[config.mk]
export PLATFORM = sky130hd
export DESIGN_NAME = framed_byte_receiver
export DESIGN_NICKNAME = d
export VERILOG_FILES = /design/src/hdl/frb_pkg.sv /design/src/hdl/frb_ram.sv /design/src/hdl/framed_byte_receiver.sv
export SDC_FILE = /design/constraint.sdc
export NUM_CORES = 2
export LEC_CHECK = 0
export ABC_AREA = 1
export BUFFER_PORTS_ARGS = -buffer_cell sky130_fd_sc_hd__buf_2
export CORE_MARGIN = 2
export CORE_UTILIZATION = 40
export DETAILED_ROUTE_END_ITERATION = 10
export MAX_ROUTING_LAYER = met4
export SYNTH_ARGS = -nofsm -noshare
export SYNTH_HDL_FRONTEND = slang
export SYNTH_HIERARCHICAL = 1
export SYNTH_SLANG_ARGS = --single-unit
export TNS_END_PERCENT = 50
[constraint.sdc]
create_clock -name clk_i -period 5.6 [get_ports clk_i]
set_input_delay 0.28 -clock clk_i [delete_from_list [all_inputs] [get_ports clk_i]]
set_output_delay 0.28 -clock clk_i [all_outputs]
set_load 0.03 [all_outputs]
[src/hdl/frb_pkg.sv]
// ----------------------------------------------------------------------------
// frb_pkg
// Shared constants, types and helpers for the framed byte receiver.
// ----------------------------------------------------------------------------
package frb_pkg;

  localparam int BUFFER_DEPTH = 256;
  localparam int ADDR_W       = $clog2(BUFFER_DEPTH);
  localparam int LEN_W        = 9;
  localparam int STATUS_W     = 3;
  localparam int MARK_BYTES   = 4;

  localparam logic [31:0] RESET_PREAMBLE  = 32'd123456789;
  localparam logic [31:0] RESET_POSTAMBLE = 32'd987654321;

  localparam int CFG_IDX_W = 1;
  localparam logic [CFG_IDX_W-1:0] CFG_PREAMBLE  = 1'b0;
  localparam logic [CFG_IDX_W-1:0] CFG_POSTAMBLE = 1'b1;

  localparam logic [1:0] MARK_LAST = 2'd3;

  typedef enum logic [STATUS_W-1:0] {
    ST_HUNT     = 3'd0,
    ST_PRE      = 3'd1,
    ST_PRE_DONE = 3'd2,
    ST_COLLECT  = 3'd3,
    ST_ACCEPT   = 3'd4,
    ST_REJECT   = 3'd5,
    ST_READ     = 3'd6
  } status_e;

  // marker byte at position pos, most significant byte first
  function automatic logic [7:0] mark_byte(input logic [31:0] word, input logic [1:0] pos);
    return word[{~pos, 3'b000} +: 8];
  endfunction

endpackage

[src/hdl/frb_ram.sv]
// ----------------------------------------------------------------------------
// frb_ram
// Generic single-write, single-read RAM with registered read data.
// ----------------------------------------------------------------------------
module frb_ram #(
  parameter int WIDTH = 8,
  parameter int DEPTH = 256
) (
  input  logic                     clk_i,
  input  logic                     we_i,
  input  logic [$clog2(DEPTH)-1:0] waddr_i,
  input  logic [WIDTH-1:0]         wdata_i,
  input  logic                     re_i,
  input  logic [$clog2(DEPTH)-1:0] raddr_i,
  output logic [WIDTH-1:0]         rdata_o
);

  logic [WIDTH-1:0] mem_q [DEPTH];
  logic [WIDTH-1:0] rdata_q;

  always_ff @(posedge clk_i) begin
    if (we_i) begin
      mem_q[waddr_i] <= wdata_i;
    end
    if (re_i) begin
      rdata_q <= mem_q[raddr_i];
    end
  end

  assign rdata_o = rdata_q;

endmodule

[src/hdl/framed_byte_receiver.sv]
// ----------------------------------------------------------------------------
// framed_byte_receiver
// Hunts for a 4-byte start marker, stores the frame, watches for a 4-byte
// end marker and checks the big-endian length word at bytes 4 to 7.
// ----------------------------------------------------------------------------
//  channel | handshake                 | payload
//  --------+---------------------------+---------------------------------------
//  in      | in_valid_i / in_stall_o   | action_i, byte_value_i, read_index_i
//  out     | out_valid_o / out_stall_i | status_o, frame_length_o, read_data_o
//  cfg     | cfg_we_i                  | cfg_index_i, cfg_data_i
//
//  One transaction per cycle while in_stall_o is low; its result shows in the cycle after acceptance.
//  Compare, counter update and frame store write happen in the accept cycle;
//  read replies come from the registered read port of the frame store.
//  in_stall_o is high only while a result is held by out_stall_i.
//  Reset clears control state; the frame store is not cleared.
// ----------------------------------------------------------------------------
module framed_byte_receiver (
  input  logic                           clk_i,
  input  logic                           rst_ni,
  input  logic                           cfg_we_i,
  input  logic [frb_pkg::CFG_IDX_W-1:0]  cfg_index_i,
  input  logic [31:0]                    cfg_data_i,
  input  logic                           in_valid_i,
  output logic                           in_stall_o,
  input  logic                           action_i,
  input  logic [7:0]                     byte_value_i,
  input  logic [7:0]                     read_index_i,
  output logic                           out_valid_o,
  input  logic                           out_stall_i,
  output logic [frb_pkg::STATUS_W-1:0]   status_o,
  output logic [frb_pkg::LEN_W-1:0]      frame_length_o,
  output logic [7:0]                     read_data_o
);
  import frb_pkg::*;

  logic [31:0]       pre_word_q, post_word_q;
  logic              coll_q, coll_d;
  logic [1:0]        pre_q, pre_d;
  logic [1:0]        post_q, post_d;
  logic [ADDR_W-1:0] wi_q, wi_d;
  logic [31:0]       len_word_q, len_word_d;

  logic              out_valid_q;
  status_e           status_q, status_d;
  logic [LEN_W-1:0]  len_q, len_d;
  logic              rd_sel_q;

  logic              in_acc, is_rx, is_rd, rd_ok;
  logic              we;
  logic [ADDR_W-1:0] waddr;
  logic [7:0]        ram_rdata;
  logic [31:0]       len_sum;

  assign in_stall_o = out_valid_q & out_stall_i;
  assign in_acc     = in_valid_i & ~in_stall_o;
  assign is_rx      = in_acc & ~action_i;
  assign is_rd      = in_acc & action_i;
  assign rd_ok      = (32'(read_index_i) < 32'(BUFFER_DEPTH));
  assign len_sum    = 32'(wi_d) + 32'd1;

  always_comb begin
    coll_d     = coll_q;
    pre_d      = pre_q;
    post_d     = post_q;
    wi_d       = wi_q;
    len_word_d = len_word_q;
    status_d   = ST_HUNT;
    len_d      = '0;
    we         = 1'b0;
    waddr      = wi_q;
    if (action_i) begin
      status_d = ST_READ;
    end else if (!coll_q) begin
      if (byte_value_i == mark_byte(pre_word_q, pre_q)) begin
        we    = 1'b1;
        waddr = ADDR_W'(pre_q);
        if (pre_q == MARK_LAST) begin
          pre_d    = 2'd0;
          wi_d     = ADDR_W'(MARK_BYTES - 1);
          coll_d   = 1'b1;
          status_d = ST_PRE_DONE;
        end else begin
          pre_d    = pre_q + 2'd1;
          status_d = ST_PRE;
        end
      end else begin
        pre_d = 2'd0;
      end
    end else begin
      if (wi_q < ADDR_W'(BUFFER_DEPTH - 1)) begin
        wi_d = wi_q + ADDR_W'(1);
      end
      we       = 1'b1;
      waddr    = wi_d;
      status_d = ST_COLLECT;
      for (int l = 0; l < 4; l++) begin
        if (wi_d == ADDR_W'(MARK_BYTES + l)) begin
          len_word_d[(3 - l) * 8 +: 8] = byte_value_i;
        end
      end
      if (byte_value_i == mark_byte(post_word_q, post_q)) begin
        if (post_q == MARK_LAST) begin
          post_d   = 2'd0;
          coll_d   = 1'b0;
          len_d    = LEN_W'(len_sum);
          status_d = (len_word_d == len_sum) ? ST_ACCEPT : ST_REJECT;
        end else begin
          post_d = post_q + 2'd1;
        end
      end else begin
        post_d = 2'd0;
      end
    end
  end

  always_ff @(posedge clk_i or negedge rst_ni) begin
    if (!rst_ni) begin
      pre_word_q  <= RESET_PREAMBLE;
      post_word_q <= RESET_POSTAMBLE;
    end else if (cfg_we_i) begin
      unique case (cfg_index_i)
        CFG_PREAMBLE:  pre_word_q  <= cfg_data_i;
        CFG_POSTAMBLE: post_word_q <= cfg_data_i;
        default: ;
      endcase
    end
  end

  always_ff @(posedge clk_i or negedge rst_ni) begin
    if (!rst_ni) begin
      coll_q <= 1'b0;
      pre_q  <= '0;
      post_q <= '0;
      wi_q   <= '0;
    end else if (is_rx) begin
      coll_q <= coll_d;
      pre_q  <= pre_d;
      post_q <= post_d;
      wi_q   <= wi_d;
    end
  end

  always_ff @(posedge clk_i) begin
    if (is_rx) begin
      len_word_q <= len_word_d;
    end
  end

  always_ff @(posedge clk_i or negedge rst_ni) begin
    if (!rst_ni) begin
      out_valid_q <= 1'b0;
    end else if (in_acc) begin
      out_valid_q <= 1'b1;
    end else if (!out_stall_i) begin
      out_valid_q <= 1'b0;
    end
  end

  always_ff @(posedge clk_i) begin
    if (in_acc) begin
      status_q <= status_d;
      len_q    <= len_d;
      rd_sel_q <= action_i & rd_ok;
    end
  end

  frb_ram #(
    .WIDTH (8),
    .DEPTH (BUFFER_DEPTH)
  ) u_store (
    .clk_i   (clk_i),
    .we_i    (is_rx & we),
    .waddr_i (waddr),
    .wdata_i (byte_value_i),
    .re_i    (is_rd),
    .raddr_i (ADDR_W'(read_index_i)),
    .rdata_o (ram_rdata)
  );

  assign out_valid_o    = out_valid_q;
  assign status_o       = status_q;
  assign frame_length_o = len_q;
  assign read_data_o    = rd_sel_q ? ram_rdata : 8'd0;

`ifndef SYNTHESIS
  a_coll_index : assert property (@(posedge clk_i) disable iff (!rst_ni)
    coll_q |-> (wi_q >= ADDR_W'(MARK_BYTES - 1)))
    else $error("write index below marker length while collecting");

  a_hunt_post : assert property (@(posedge clk_i) disable iff (!rst_ni)
    !coll_q |-> (post_q == 2'd0))
    else $error("end marker count nonzero while hunting");

  a_read_reply : assert property (@(posedge clk_i) disable iff (!rst_ni)
    is_rd |=> (out_valid_q && status_q == ST_READ))
    else $error("read transaction gave no read reply");

  a_frame_len : assert property (@(posedge clk_i) disable iff (!rst_ni)
    (out_valid_q && (status_q == ST_ACCEPT || status_q == ST_REJECT))
      |-> (len_q >= LEN_W'(2 * MARK_BYTES)))
    else $error("frame ended shorter than two markers");

  a_read_no_state : assert property (@(posedge clk_i) disable iff (!rst_ni)
    is_rd |=> ($stable(coll_q) && $stable(wi_q) && $stable(pre_q)))
    else $error("read transaction changed receive state");
`endif

endmodule

==> impl_metrics.tcl <==
set metrics [dict create \
    grtUsageTotal_pct 22.5 \
    timing.final.max_slew_violations 0 \
    grt_antenna_before_repair 12 \
    clock_share_of_power_pct 41.0 \
    tritoncts "built" \
    final-hold-violation-count 0 \
    gr-max-usage-layer "met2" \
    peak_fanout_along_the_critical_path 17 \
    min_period_over_period_pct 92.0 \
    most_common_library_cell_in_the_layout_ignoring_fill_and_taps "sky130_fd_sc_hd__nand2_1" \
    clock_skew_ps 47.7 \
    gr-usage-met1_pct 29.8 \
    first_pass_grt_wire_length_um 375000 \
    drtIter0Drc 7002 \
    yosys_warnings 6 \
    power.density_nw_per_um2 352 \
    grtUsageMet3_pct 3.15 \
    report.final.setup_viol 0 \
    num_rows 174 \
    port-buffer-count 76 \
    critPathSlowestCell "sky130_fd_sc_hd__dfrtp_1" \
    critical_path_buf_inv_count 5 \
    worst_r2r_startpoint "pre_q[0]" \
    clk_pin_slew_worst_setup_hold_paths_ps 60 \
    syn2layout_area_growth_pct 11.5 \
    ctsLongestPathBuffers 3 \
    worst_setup_path_startpoint "pre_q[0]" \
    dpl.hpwl_um 152000 \
    placeableCoreArea_sq_um 224000 \
    arr_time_crit_path_ps 5630 \
    synth_largest_type_area_fraction_pct 69.9 \
    grt_start_max_net_pins 233 \
    synth_area_per_cell_sq_um 11.5 \
    insertion_delay_ps 840 \
    share_seq_of_total_power_pct 51.1 \
    holdCritPathClass "input pin to flip-flop" \
    layout.nets 7867 \
    utilization_pct 44.8 \
    fin_total_pwr_mw 35.4 \
    clock_sink_count 2179 \
    intPower_mw 27.1 \
    worst_path_most_repeated_cell "sky130_fd_sc_hd__nand2_1" \
    vias_in_the_first_global_route 58000 \
    slowest_delay_ps 720 \
    layout_min_cycle_time_ps 5150 \
    drt.antenna.violating_nets 0 \
    worst_hold_slack_ps 98.9 \
    layout.cells.most_common_list "sky130_fd_sc_hd__nand2_1 (2,420), sky130_fd_sc_hd__edfxtp_1 (2,101), sky130_fd_sc_hd__nand3_1 (2,094)" \
    post_cts_buffers 0 \
    switching_part_of_the_total_power_pct 23.3 \
    ys_seq_area_share_pct 72.2 \
    synth_seq_cells 2179 \
    netlist-cell-type-count 38 \
    grtUsageMet2_pct 35.7 \
    ir_worst_vdd_mv 0.324 \
    cpLargestDelayFamily "simple AND/OR/NAND/NOR gates" \
    crit_chain "inv_4 -> nand2_1 -> nand3_1 -> nand2_1 -> nand2_1 -> nand2_1 -> inv_1 -> nand2_1 -> nor2_1 -> nand2_1 -> inv_1 -> nor2_1 -> inv_1 -> o21ai_0 -> nand2_1 -> nor2_1 -> nand2_1 -> buf_4 -> nor2_1" \
    worst_path_class_setup "flip-flop to flip-flop" \
    timing.max_slew.rel_slack_pct 17.6 \
    yosys.area.top_type "sky130_fd_sc_hd__edfxtp_1" \
    height_of_the_chip_um 479 \
    synthesis.area_sq_um 90200 \
    timing.setup.tns_ps 0 \
    routed_via_density 5.48 \
    cts-htree-levels 4 \
    cp-start-kind "flip-flop" \
    design.portCount 77 \
    net-switching-power_mw 8.25 \
    leakage_nw 35.4 \
    grt_overflow_total 0 \
    cts.repair.resized 0 \
    detail_route.wl_per_cell_um 23.2 \
    layout-drive-gt1-share_pct 7.21 \
    min-delay-start "out_stall_i" \
    drt_first_pass_iters 6 \
    initial_core_util_pct 40.2 \
    maxClockFrequency_ghz 0.194 \
    routed_wl_um 255000 \
    post_synth_inst_count 7877 \
    mappedNetlistNets 7938 \
    power.share.combinational_pct 7.8 \
    gp_congestion 0.899 \
    timing.critical_path.required_ps 6070 \
    die-area_sq_um 229000 \
    clock-root-buffer "sky130_fd_sc_hd__clkbuf_16" \
    worst_slew_pin_slew_ps 1230 \
    synth_area_leaders "sky130_fd_sc_hd__edfxtp_1 (70%), sky130_fd_sc_hd__nand3_1 (12%), sky130_fd_sc_hd__nand2_1 (10%), sky130_fd_sc_hd__buf_2 (1.5%), sky130_fd_sc_hd__nor2_1 (1.4%)" \
    detail_route.drc_violations 0 \
    outcome "finished clean" \
    dr_total_vias 60200 \
    numCtsBuffers 215 \
    max_cap_violations 0 \
    grt_setup_unrepaired "false" \
    critical_path.endpoint_type "flip-flop" \
    die-width_um 479 \
]
## power by group through the flow
stage                     logic (mW)  registers (mW)  clock network [mW]
after floorplan                 1.57            18.4                   0
after global placement          2.70            18.4                   0
after detailed placement        2.71            18.4                   0
after CTS                       2.75            18.1                14.7
after global routing            3.00            18.1                15.4
final                           2.77            18.1                14.5
## path summary, 6_finish.rpt
| path | endpoint | slack [ps] | depth (start not counted) |
|---|---|---|---|
| min in group asynchronous | wi_q[1] | 160 | 2 |
| max in group asynchronous | post_word_q[15] | 4730 | 2 |
| max | u_store/mem_q[143][6] | 450 | 19 |
| min reg2reg | pre_word_q[28] | 480 | 2 |
| max reg2reg | u_store/mem_q[143][6] | 450 | 19 |
| min | frame_length_o[3] | 100 | 5 |
## final cells by class
type	instances	area, sq um
Clock inverter	142	1480
Multi-Input combinational cell	5033	22000
Antenna cell	7	17.5
Sequential cell	2179	65100
Timing Repair Buffer	226	2090
Inverter	151	603
Clock buffer	255	5610
Tap cell	2992	3740
Fill cell	20300	124000
## through the flow
stage	std cells	setup slack [ps]	cell area, sq um
2_1_floorplan	7877	1860	90200
3_3_place_gp	10500	554	93100
3_5_place_dp	10500	547	93100
4_1_cts	11000	525	101000
5_1_grt	11000	11.7	101000
6_report	11000	447	101000
## metal layers
layer  vias to the layer above  wire length [um]
met2                      2692            121000
li1                      27500                 -
met3                       437             19900
met1                     29500            106000
met5                         -                 0
met4                         0              8830
## cell usage after synthesis, drive strengths merged
| cell type | count |
|---|---|
| a21oi | 10 |
| a21o | 1 |
| xnor3 | 1 |
| clkbuf | 131 |
| nand4 | 5 |
| o21bai | 2 |
| dfrtp | 45 |
| buf | 383 |
| dfstp | 33 |
| xor2 | 6 |
| nand3b | 4 |
| a31oi | 1 |
| nand2 | 2435 |
| nor3 | 1 |
| o21ai | 120 |
| nor2 | 342 |
| clkinv | 3 |
| xnor2 | 1 |
| inv | 148 |
| ha | 6 |
| o211ai | 1 |
| edfxtp | 2101 |
| nand3 | 2097 |
## cells by family after synthesis
logic type	count (synthesis)	synth area share, %
AND/OR/NAND/NOR	4884	23.4
flip-flops	2179	72.2
buffers and inverters	665	3.53
AO/OA/AOI/OAI	135	0.766
XOR/XNOR	8	0.101
adder cells (fa/ha/maj)	6	0.0832
## tightest hold or removal path: stages
cell                      delay, ps
sky130_fd_sc_hd__buf_2           80
sky130_fd_sc_hd__nand2_1         60
sky130_fd_sc_hd__inv_1           80
sky130_fd_sc_hd__nor2_2          40
sky130_fd_sc_hd__buf_4          200
## state kept, by name, indices dropped and copies added, names as in the netlist
name,count
pre_q,2
post_q,2
out_valid_o,1
post_word_q,32
u_store/rdata_o,8
frame_length_o,9
rd_sel_q,1
pre_word_q,32
coll_q,1
len_word_q,32
u_store/mem_q,2048
wi_q,8
status_o,3
## what timing repair did
item	4_1_cts	5_1_grt
endpoints found under the hold margin	182	0
hold buffers	43	0
setup endpoints to repair	0	0
Note: power is estimated with default switching activity, not from simulation.
